===== src/rtl/core/md5_pkg.sv =====
// md5_pkg: shared types, constants and round functions of the md5 engine
// depends on nothing; imported by md5_hash_engine
`default_nettype none

package md5_pkg;

  // sequencer states, one-hot
  typedef enum logic [5:0] {
    ST_IDLE     = 6'b000001,
    ST_PREFETCH = 6'b000010,
    ST_ROUND    = 6'b000100,
    ST_FINAL    = 6'b001000,
    ST_PAD      = 6'b010000,
    ST_EMIT     = 6'b100000
  } md5_state_t;

  // which kind of padding byte goes next
  typedef enum logic [1:0] {
    PAD_MARK = 2'd0,
    PAD_ZERO = 2'd1,
    PAD_LEN  = 2'd2
  } md5_pad_t;

  localparam logic [31:0] IV_A = 32'h67452301;
  localparam logic [31:0] IV_B = 32'hEFCDAB89;
  localparam logic [31:0] IV_C = 32'h98BADCFE;
  localparam logic [31:0] IV_D = 32'h10325476;

  localparam logic [7:0] PAD_MARK_BYTE = 8'h80;
  localparam logic [5:0] LEN_OFFSET    = 6'd56;
  localparam logic [5:0] LAST_ROUND    = 6'd63;
  localparam logic [2:0] LAST_LEN_BYTE = 3'd7;

  function automatic logic [31:0] round_const(input logic [5:0] r);
    logic [31:0] k;
    case (r)
      6'd0:  k = 32'hD76AA478;  6'd1:  k = 32'hE8C7B756;
      6'd2:  k = 32'h242070DB;  6'd3:  k = 32'hC1BDCEEE;
      6'd4:  k = 32'hF57C0FAF;  6'd5:  k = 32'h4787C62A;
      6'd6:  k = 32'hA8304613;  6'd7:  k = 32'hFD469501;
      6'd8:  k = 32'h698098D8;  6'd9:  k = 32'h8B44F7AF;
      6'd10: k = 32'hFFFF5BB1;  6'd11: k = 32'h895CD7BE;
      6'd12: k = 32'h6B901122;  6'd13: k = 32'hFD987193;
      6'd14: k = 32'hA679438E;  6'd15: k = 32'h49B40821;
      6'd16: k = 32'hF61E2562;  6'd17: k = 32'hC040B340;
      6'd18: k = 32'h265E5A51;  6'd19: k = 32'hE9B6C7AA;
      6'd20: k = 32'hD62F105D;  6'd21: k = 32'h02441453;
      6'd22: k = 32'hD8A1E681;  6'd23: k = 32'hE7D3FBC8;
      6'd24: k = 32'h21E1CDE6;  6'd25: k = 32'hC33707D6;
      6'd26: k = 32'hF4D50D87;  6'd27: k = 32'h455A14ED;
      6'd28: k = 32'hA9E3E905;  6'd29: k = 32'hFCEFA3F8;
      6'd30: k = 32'h676F02D9;  6'd31: k = 32'h8D2A4C8A;
      6'd32: k = 32'hFFFA3942;  6'd33: k = 32'h8771F681;
      6'd34: k = 32'h6D9D6122;  6'd35: k = 32'hFDE5380C;
      6'd36: k = 32'hA4BEEA44;  6'd37: k = 32'h4BDECFA9;
      6'd38: k = 32'hF6BB4B60;  6'd39: k = 32'hBEBFBC70;
      6'd40: k = 32'h289B7EC6;  6'd41: k = 32'hEAA127FA;
      6'd42: k = 32'hD4EF3085;  6'd43: k = 32'h04881D05;
      6'd44: k = 32'hD9D4D039;  6'd45: k = 32'hE6DB99E5;
      6'd46: k = 32'h1FA27CF8;  6'd47: k = 32'hC4AC5665;
      6'd48: k = 32'hF4292244;  6'd49: k = 32'h432AFF97;
      6'd50: k = 32'hAB9423A7;  6'd51: k = 32'hFC93A039;
      6'd52: k = 32'h655B59C3;  6'd53: k = 32'h8F0CCC92;
      6'd54: k = 32'hFFEFF47D;  6'd55: k = 32'h85845DD1;
      6'd56: k = 32'h6FA87E4F;  6'd57: k = 32'hFE2CE6E0;
      6'd58: k = 32'hA3014314;  6'd59: k = 32'h4E0811A1;
      6'd60: k = 32'hF7537E82;  6'd61: k = 32'hBD3AF235;
      6'd62: k = 32'h2AD7D2BB;  default: k = 32'hEB86D391;
    endcase
    return k;
  endfunction

  function automatic logic [4:0] rot_amount(input logic [5:0] r);
    logic [4:0] s;
    case ({r[5:4], r[1:0]})
      4'd0:  s = 5'd7;   4'd1:  s = 5'd12;  4'd2:  s = 5'd17;  4'd3:  s = 5'd22;
      4'd4:  s = 5'd5;   4'd5:  s = 5'd9;   4'd6:  s = 5'd14;  4'd7:  s = 5'd20;
      4'd8:  s = 5'd4;   4'd9:  s = 5'd11;  4'd10: s = 5'd16;  4'd11: s = 5'd23;
      4'd12: s = 5'd6;   4'd13: s = 5'd10;  4'd14: s = 5'd15;  default: s = 5'd21;
    endcase
    return s;
  endfunction

  // message word used by round r
  function automatic logic [3:0] msg_index(input logic [5:0] r);
    logic [3:0] r4;
    logic [3:0] idx;
    r4 = r[3:0];
    case (r[5:4])
      2'd0:    idx = r4;
      2'd1:    idx = 4'(r4 * 4'd5 + 4'd1);
      2'd2:    idx = 4'(r4 * 4'd3 + 4'd5);
      default: idx = 4'(r4 * 4'd7);
    endcase
    return idx;
  endfunction

  function automatic logic [31:0] rotl32(input logic [31:0] x, input logic [4:0] s);
    logic [63:0] t;
    t = {x, x} << s;
    return t[63:32];
  endfunction

endpackage

`default_nettype wire


===== src/rtl/core/md5_hash_engine.sv =====
// md5_hash_engine: byte-streaming md5 digest with one shared round unit
// depends on md5_pkg (state types, round constants, rotate helper)
//
// usage:
//   in_*  : one message byte per transaction. in_tdata carries the byte,
//           in_tuser says whether the byte is present, in_tlast ends the
//           message. a transaction with neither byte nor last changes nothing.
//   out_* : one 128-bit digest per message, low half first in the bits.
// timing:
//   bytes are taken one per cycle while in_tready is high; every 64th byte
//   starts a compression (one prefetch, 64 rounds through the single round
//   adder, one chaining add), during which in_tready stays low.
//   after the last transaction the padding is written one byte per cycle
//   (at most 72 bytes) with one or two compressions in between; the
//   digest then goes to the output register as soon as it is free.
// the digest sits in an output register, so the next message streams in
//   while a stalled receiver holds off; only the end of that next message
//   waits for the register to drain.
// reset clears the sequencer, the bit count, the fill index and loads the
//   initial chaining value; the block buffer is not cleared.
`default_nettype none

module md5_hash_engine
  import md5_pkg::*;
(
  input  wire logic         clk,
  input  wire logic         rst_n,
  // input channel
  input  wire logic         in_tvalid,
  output logic              in_tready,
  input  wire logic [7:0]   in_tdata,   // [7:0] data_byte
  input  wire logic         in_tuser,   // [0] byte_present
  input  wire logic         in_tlast,   // last
  // result channel
  output logic              out_tvalid,
  input  wire logic         out_tready,
  output logic [127:0]      out_tdata   // [63:0] digest_low, [127:64] digest_high
);

  md5_state_t state_r, state_nxt;

  // chaining value and working registers
  logic [31:0] cv_a_r, cv_b_r, cv_c_r, cv_d_r;
  logic [31:0] wa_r, wb_r, wc_r, wd_r;

  logic [63:0] bit_cnt_r;
  logic [5:0]  fill_r;
  logic [5:0]  rnd_r;

  // padding progress
  logic        pad_on_r;
  logic        pad_done_r;
  md5_pad_t    pad_phase_r;
  logic [2:0]  len_idx_r;

  // block buffer: 16 little-endian words, byte writes, registered read
  logic [31:0] blk_mem [16];
  logic [31:0] word_q;
  logic [3:0]  rd_addr;

  logic [127:0] out_data_r;
  logic         out_valid_r;

  logic        in_acc;
  logic        wr_en;
  logic [7:0]  wr_byte;
  logic [5:0]  fill_inc;
  logic        emit_go;

  // shared round unit
  logic [31:0] f_val;
  logic [31:0] rnd_sum;
  logic [31:0] b_new;

  assign in_tready  = (state_r == ST_IDLE);
  assign in_acc     = in_tvalid && in_tready;
  assign out_tvalid = out_valid_r;
  assign out_tdata  = out_data_r;
  assign fill_inc   = fill_r + 6'd1;
  assign emit_go    = (state_r == ST_EMIT) && (!out_valid_r || out_tready);

  // byte that goes into the buffer this cycle
  always_comb begin
    wr_en   = 1'b0;
    wr_byte = in_tdata;
    if (state_r == ST_IDLE) begin
      wr_en = in_acc && in_tuser;
    end else if (state_r == ST_PAD) begin
      wr_en = 1'b1;
      case (pad_phase_r)
        PAD_MARK: wr_byte = PAD_MARK_BYTE;
        PAD_LEN:  wr_byte = bit_cnt_r[len_idx_r*8 +: 8];
        default:  wr_byte = 8'h00;
      endcase
    end
  end

  // next message word: the next round's word during the rounds, word 0 otherwise
  assign rd_addr = (state_r == ST_ROUND) ? msg_index(rnd_r + 6'd1) : msg_index(6'd0);

  always_ff @(posedge clk) begin
    if (wr_en) begin
      blk_mem[fill_r[5:2]][fill_r[1:0]*8 +: 8] <= wr_byte;
    end
    word_q <= blk_mem[rd_addr];
  end

  always_comb begin
    case (rnd_r[5:4])
      2'd0:    f_val = (wb_r & wc_r) | (~wb_r & wd_r);
      2'd1:    f_val = (wd_r & wb_r) | (~wd_r & wc_r);
      2'd2:    f_val = wb_r ^ wc_r ^ wd_r;
      default: f_val = wc_r ^ (wb_r | ~wd_r);
    endcase
    rnd_sum = wa_r + f_val + round_const(rnd_r) + word_q;
    b_new   = wb_r + rotl32(rnd_sum, rot_amount(rnd_r));
  end

  // sequencer
  always_comb begin
    state_nxt = state_r;
    unique case (state_r)
      ST_IDLE: begin
        if (in_acc) begin
          if (in_tuser && fill_inc == 6'd0) begin
            state_nxt = ST_PREFETCH;
          end else if (in_tlast) begin
            state_nxt = ST_PAD;
          end
        end
      end
      ST_PREFETCH: state_nxt = ST_ROUND;
      ST_ROUND: begin
        if (rnd_r == LAST_ROUND) begin
          state_nxt = ST_FINAL;
        end
      end
      ST_FINAL: begin
        if (pad_done_r) begin
          state_nxt = ST_EMIT;
        end else if (pad_on_r) begin
          state_nxt = ST_PAD;
        end else begin
          state_nxt = ST_IDLE;
        end
      end
      ST_PAD: begin
        if (fill_inc == 6'd0) begin
          state_nxt = ST_PREFETCH;
        end
      end
      ST_EMIT: begin
        if (emit_go) begin
          state_nxt = ST_IDLE;
        end
      end
      default: state_nxt = ST_IDLE;
    endcase
  end

  always_ff @(posedge clk) begin
    if (!rst_n) begin
      state_r     <= ST_IDLE;
      cv_a_r      <= IV_A;
      cv_b_r      <= IV_B;
      cv_c_r      <= IV_C;
      cv_d_r      <= IV_D;
      bit_cnt_r   <= 64'd0;
      fill_r      <= 6'd0;
      rnd_r       <= 6'd0;
      pad_on_r    <= 1'b0;
      pad_done_r  <= 1'b0;
      pad_phase_r <= PAD_MARK;
      len_idx_r   <= 3'd0;
      out_valid_r <= 1'b0;
    end else begin
      state_r <= state_nxt;

      if (out_valid_r && out_tready) begin
        out_valid_r <= 1'b0;
      end

      if (wr_en) begin
        fill_r <= fill_inc;
      end

      if (state_r == ST_IDLE && in_acc) begin
        if (in_tuser) begin
          bit_cnt_r <= bit_cnt_r + 64'd8;
        end
        if (in_tlast) begin
          pad_on_r    <= 1'b1;
          pad_phase_r <= PAD_MARK;
          len_idx_r   <= 3'd0;
        end
      end

      // walk the padding: marker, zeros up to the length field, 8 count bytes
      if (state_r == ST_PAD) begin
        case (pad_phase_r) inside
          PAD_MARK, PAD_ZERO: begin
            pad_phase_r <= (fill_inc == LEN_OFFSET) ? PAD_LEN : PAD_ZERO;
          end
          default: begin
            len_idx_r <= len_idx_r + 3'd1;
            if (len_idx_r == LAST_LEN_BYTE) begin
              pad_done_r <= 1'b1;
            end
          end
        endcase
      end

      if (state_r == ST_PREFETCH) begin
        wa_r  <= cv_a_r;
        wb_r  <= cv_b_r;
        wc_r  <= cv_c_r;
        wd_r  <= cv_d_r;
        rnd_r <= 6'd0;
      end

      if (state_r == ST_ROUND) begin
        wa_r  <= wd_r;
        wd_r  <= wc_r;
        wc_r  <= wb_r;
        wb_r  <= b_new;
        rnd_r <= rnd_r + 6'd1;
      end

      if (state_r == ST_FINAL) begin
        cv_a_r <= cv_a_r + wa_r;
        cv_b_r <= cv_b_r + wb_r;
        cv_c_r <= cv_c_r + wc_r;
        cv_d_r <= cv_d_r + wd_r;
      end

      // hand the digest over and start a fresh message
      if (emit_go) begin
        out_valid_r <= 1'b1;
        cv_a_r      <= IV_A;
        cv_b_r      <= IV_B;
        cv_c_r      <= IV_C;
        cv_d_r      <= IV_D;
        bit_cnt_r   <= 64'd0;
        fill_r      <= 6'd0;
        pad_on_r    <= 1'b0;
        pad_done_r  <= 1'b0;
      end
    end
  end

  always_ff @(posedge clk) begin
    if (emit_go) begin
      out_data_r <= {cv_d_r, cv_c_r, cv_b_r, cv_a_r};
    end
  end

`ifndef NO_ASSERTIONS
  // a compression only ever starts on a completely written block
  a_full_block: assert property (@(posedge clk) disable iff (!rst_n)
    state_r == ST_PREFETCH |-> fill_r == 6'd0)
    else $error("compression started on a partial block");

  // the last round always hands over to the chaining add
  a_round_end: assert property (@(posedge clk) disable iff (!rst_n)
    (state_r == ST_ROUND && rnd_r == LAST_ROUND) |=> state_r == ST_FINAL)
    else $error("round counter did not end the compression");

  // handing over a digest leaves a clean message state behind
  a_emit_clean: assert property (@(posedge clk) disable iff (!rst_n)
    emit_go |=> (out_tvalid && bit_cnt_r == 64'd0 && fill_r == 6'd0 && !pad_on_r))
    else $error("message state not cleared after digest");
`endif

endmodule

`default_nettype wire

===== config.mk =====
export PLATFORM = sky130hd
export DESIGN_NAME = md5_hash_engine
export DESIGN_NICKNAME = d
export VERILOG_FILES = /design/src/rtl/core/md5_pkg.sv /design/src/rtl/core/md5_hash_engine.sv
export SDC_FILE = /design/constraint.sdc
export NUM_CORES = 2
export LEC_CHECK = 0
export ABC_AREA = 1
export BUFFER_PORTS_ARGS = -buffer_cell sky130_fd_sc_hd__buf_2
export CAP_MARGIN = 25
export CELL_PAD_IN_SITES_DETAIL_PLACEMENT = 1
export CELL_PAD_IN_SITES_GLOBAL_PLACEMENT = 2
export CORE_UTILIZATION = 41
export CTS_BUF_LIST = sky130_fd_sc_hd__clkbuf_8
export DETAILED_ROUTE_END_ITERATION = 12
export PLACE_DENSITY_LB_ADDON = 0.1
export SKIP_CTS_REPAIR_TIMING = 1
export SYNTH_ARGS = -nofsm -noshare
export SYNTH_HDL_FRONTEND = slang
export SYNTH_SLANG_ARGS = --single-unit
export TNS_END_PERCENT = 1

===== constraint.sdc =====
create_clock -name clk -period 10.1 [get_ports clk]
set_clock_uncertainty 0.15 [all_clocks]
set_input_delay 0 -clock clk [delete_from_list [all_inputs] [get_ports clk]]
set_output_delay 0 -clock clk [all_outputs]
set_load 0.05 [all_outputs]

==> results.ini <==
[outcome]
status=completed

[sta]
setup_violations=0
min_period_ps=8610
drv_slew=0
setup_tns_ps=0
final.period_utilization_pct=85.2
slew_headroom_pct=16.5
hold_viol=0
rsz0062_at_grt=false
clock.fmax_mhz=116
tightestPinTransition_ps=1240

[detailed_routing]
vias_per_cell=5.68
firstDrtPassIters=5
wl_mm=246
wl_per_cell_um=26.4
via_count=53000
drt_iter0_drc=3861
ant_nets=0
drc_errors=0

[critical_path]
critPathMaxFanout=35
path_buf_inv=5
critPathMaxStageDelay_ps=660
critical_path.endpoint_type=register
path_class=register to register
worstPathRequired_ps=10630
critPathLaunchType=register
path_common_cell=nand2_1
critPathTopFamily=simple AND/OR/NAND/NOR gates
arrival_ps=9140
crit_slowest_cell=o21ai_0

[synth]
synth_top_area_share_pct=38.5
syn_area_per_cell_um2=8.46
synth-warning-count=0
synth_top_family_by_area=simple AND/OR/NAND/NOR gates
synthTopCellsByArea=edfxtp_1, dfxtp_1, nand2_1
yosys.area_share.simple_pct=19.7
synthDistinctLibCells=63
ys.flop_type=edfxtp_1
synth_most_common_cell=nand2_1
synth_adder_area_share_pct=6.87
synth_async_sr_flop_share_pct=0
ys_seq_elements=1052
syn_area_um2=59900
syn-num-nets=7386
synth_area_leader_cell=edfxtp_1
yosysSeqAreaShare_pct=48.0
netlist_instances=7084
synth_mux_area_share_pct=0.0334
ys_top_cells_by_count=nand2_1, inv_1, edfxtp_1
synth_xor_area_share_pct=2.12
synth_compound_area_share_pct=16.2
synth_edf_count=768

[floorplan]
num_rows=139
die_h_um=384
die_w_um=384
fp.coreArea_um2=144000
start_util_pct=41.5
dieArea_um2=148000
io_pins=144

[clocking]
htree_levels=4
clock-sinks=1052
cts_root_buf=clkbuf_8
clk_latency_ps=950
cts.clk_slew.worst_paths_ps=70
cts_tree=done
cts_inserted_buffers=185
cts_buffer_depth=3

[pwr]
vdd_ir_drop_max_mv=0.138
p_leak_nw=27.8
powerDensity_nw_per_um2=165

[finish]
stdcell_area_um2=67300
fin_util_pct=46.6
synthToLayoutAreaGrowth_pct=12.2
drive_gt1_share_pct=8.08
finalNonFillerCells=9327
final_nets=7555

[grt]
antenna_found_initial=17
grt.overflow.total=0
grt_pass1_wl_mm=359
grt_pass1_vias=53600
grt_max_degree=164
grt_usage_pct=32.9

[place]
dp_cells=8936
dp_hpwl_mm=186
portBuffers=143
dpl-instance-area_um2=62800
gp_congestion=0.999

[hold_path]
hp-class=input pin to register

[run]
drv_cap=0

state kept, by name (all words and copies together), names as in the netlist, 2 cells and up, named ones only:
signal       flops
blk_mem        512
out_tdata      128
bit_cnt_r       61
cv_a_r          32
cv_b_r          32
cv_c_r          32
cv_d_r          32
wa_r            32
wb_r            32
wc_r            32
wd_r            32
word_q          32
fill_r           6
rnd_r            6
state_r          6
len_idx_r        3
pad_phase_r      2
logic make-up (layout without fill, tap and decap cells):
family,Yosys count,in the layout
AO/OA/AOI/OAI,1692,1692
other,0,9
AND/OR/NAND/NOR,2793,2793
flip-flops,1052,1052
multiplexers,2,2
adder cells (fa/ha/maj),288,288
XOR/XNOR,143,143
buffers and inverters,1114,1445
worst reg2reg max path: cells and delay by family, from the launching register on:
family          cells  cell delay (ps)
simple gates       19             2830
compound gates      7             1630
xor+xnor            1              210
flops               1              490
fa+ha+maj           4             1860
buf+inv             5             1210
cell usage in the layout (no fill, tap or decap), drive strengths merged, types with 204 or more instances in the layout:
cell	instances
dfxtp	284
buf	247
clkbuf	204
o21ai	718
nand2	1327
inv	881
nor2	646
ha	220
edfxtp	768
a21oi	493
nand3	518
final timing paths:
path / from / to / slack, ps / cells past startpoint
worst max-delay path: rnd_r[4] / wb_r[31] / 1490 / 36
worst max register to register: rnd_r[4] / wb_r[31] / 1490 / 36
worst min-delay path: in_tuser / bit_cnt_r[4] / 4 / 5
worst min register to register: pad_on_r / pad_on_r / 320 / 2
per-layer routing:
layer | up-vias | track usage, % | part of all wire (%)
met5 | - | 0 | 0.011
met4 | 4 | 15.3 | 5.0
met2 | 1455 | 54.2 | 47
met1 | 26400 | 42.3 | 43
met3 | 454 | 5.22 | 5.2
li1 | 24700 | - | -
metrics by stage:
step	total power [mW]	worst slack [ps]	hold WS [ps]
finish	11.1	1490	4.22
global route	11.5	853	17.0
CTS	11.1	1500	-815
detailed placement	6.74	1560	204
global placement	6.70	1690	180
floorplan	6.03	2040	46.3
area by class of cell:
cell class,count,area (µm²)
Timing Repair Buffer,270,1890
Clock inverter,148,1300
Sequential cell,1052,28700
Fill cell,17100,77100
Tap cell,1903,2380
Clock buffer,201,2770
Inverter,826,3110
Antenna cell,9,22.5
Multi-Input combinational cell,4918,27000
power by group:
part	switching, mW	total [mW]	leakage (nW)	internal (mW)
combinational	1.37	1.91	15.9	0.541
clock	1.99	4.36	2.26	2.37
sequential	0.0410	4.80	9.55	4.76
total	3.40	11.1	27.8	7.67
(Power assumes the default switching activity.)
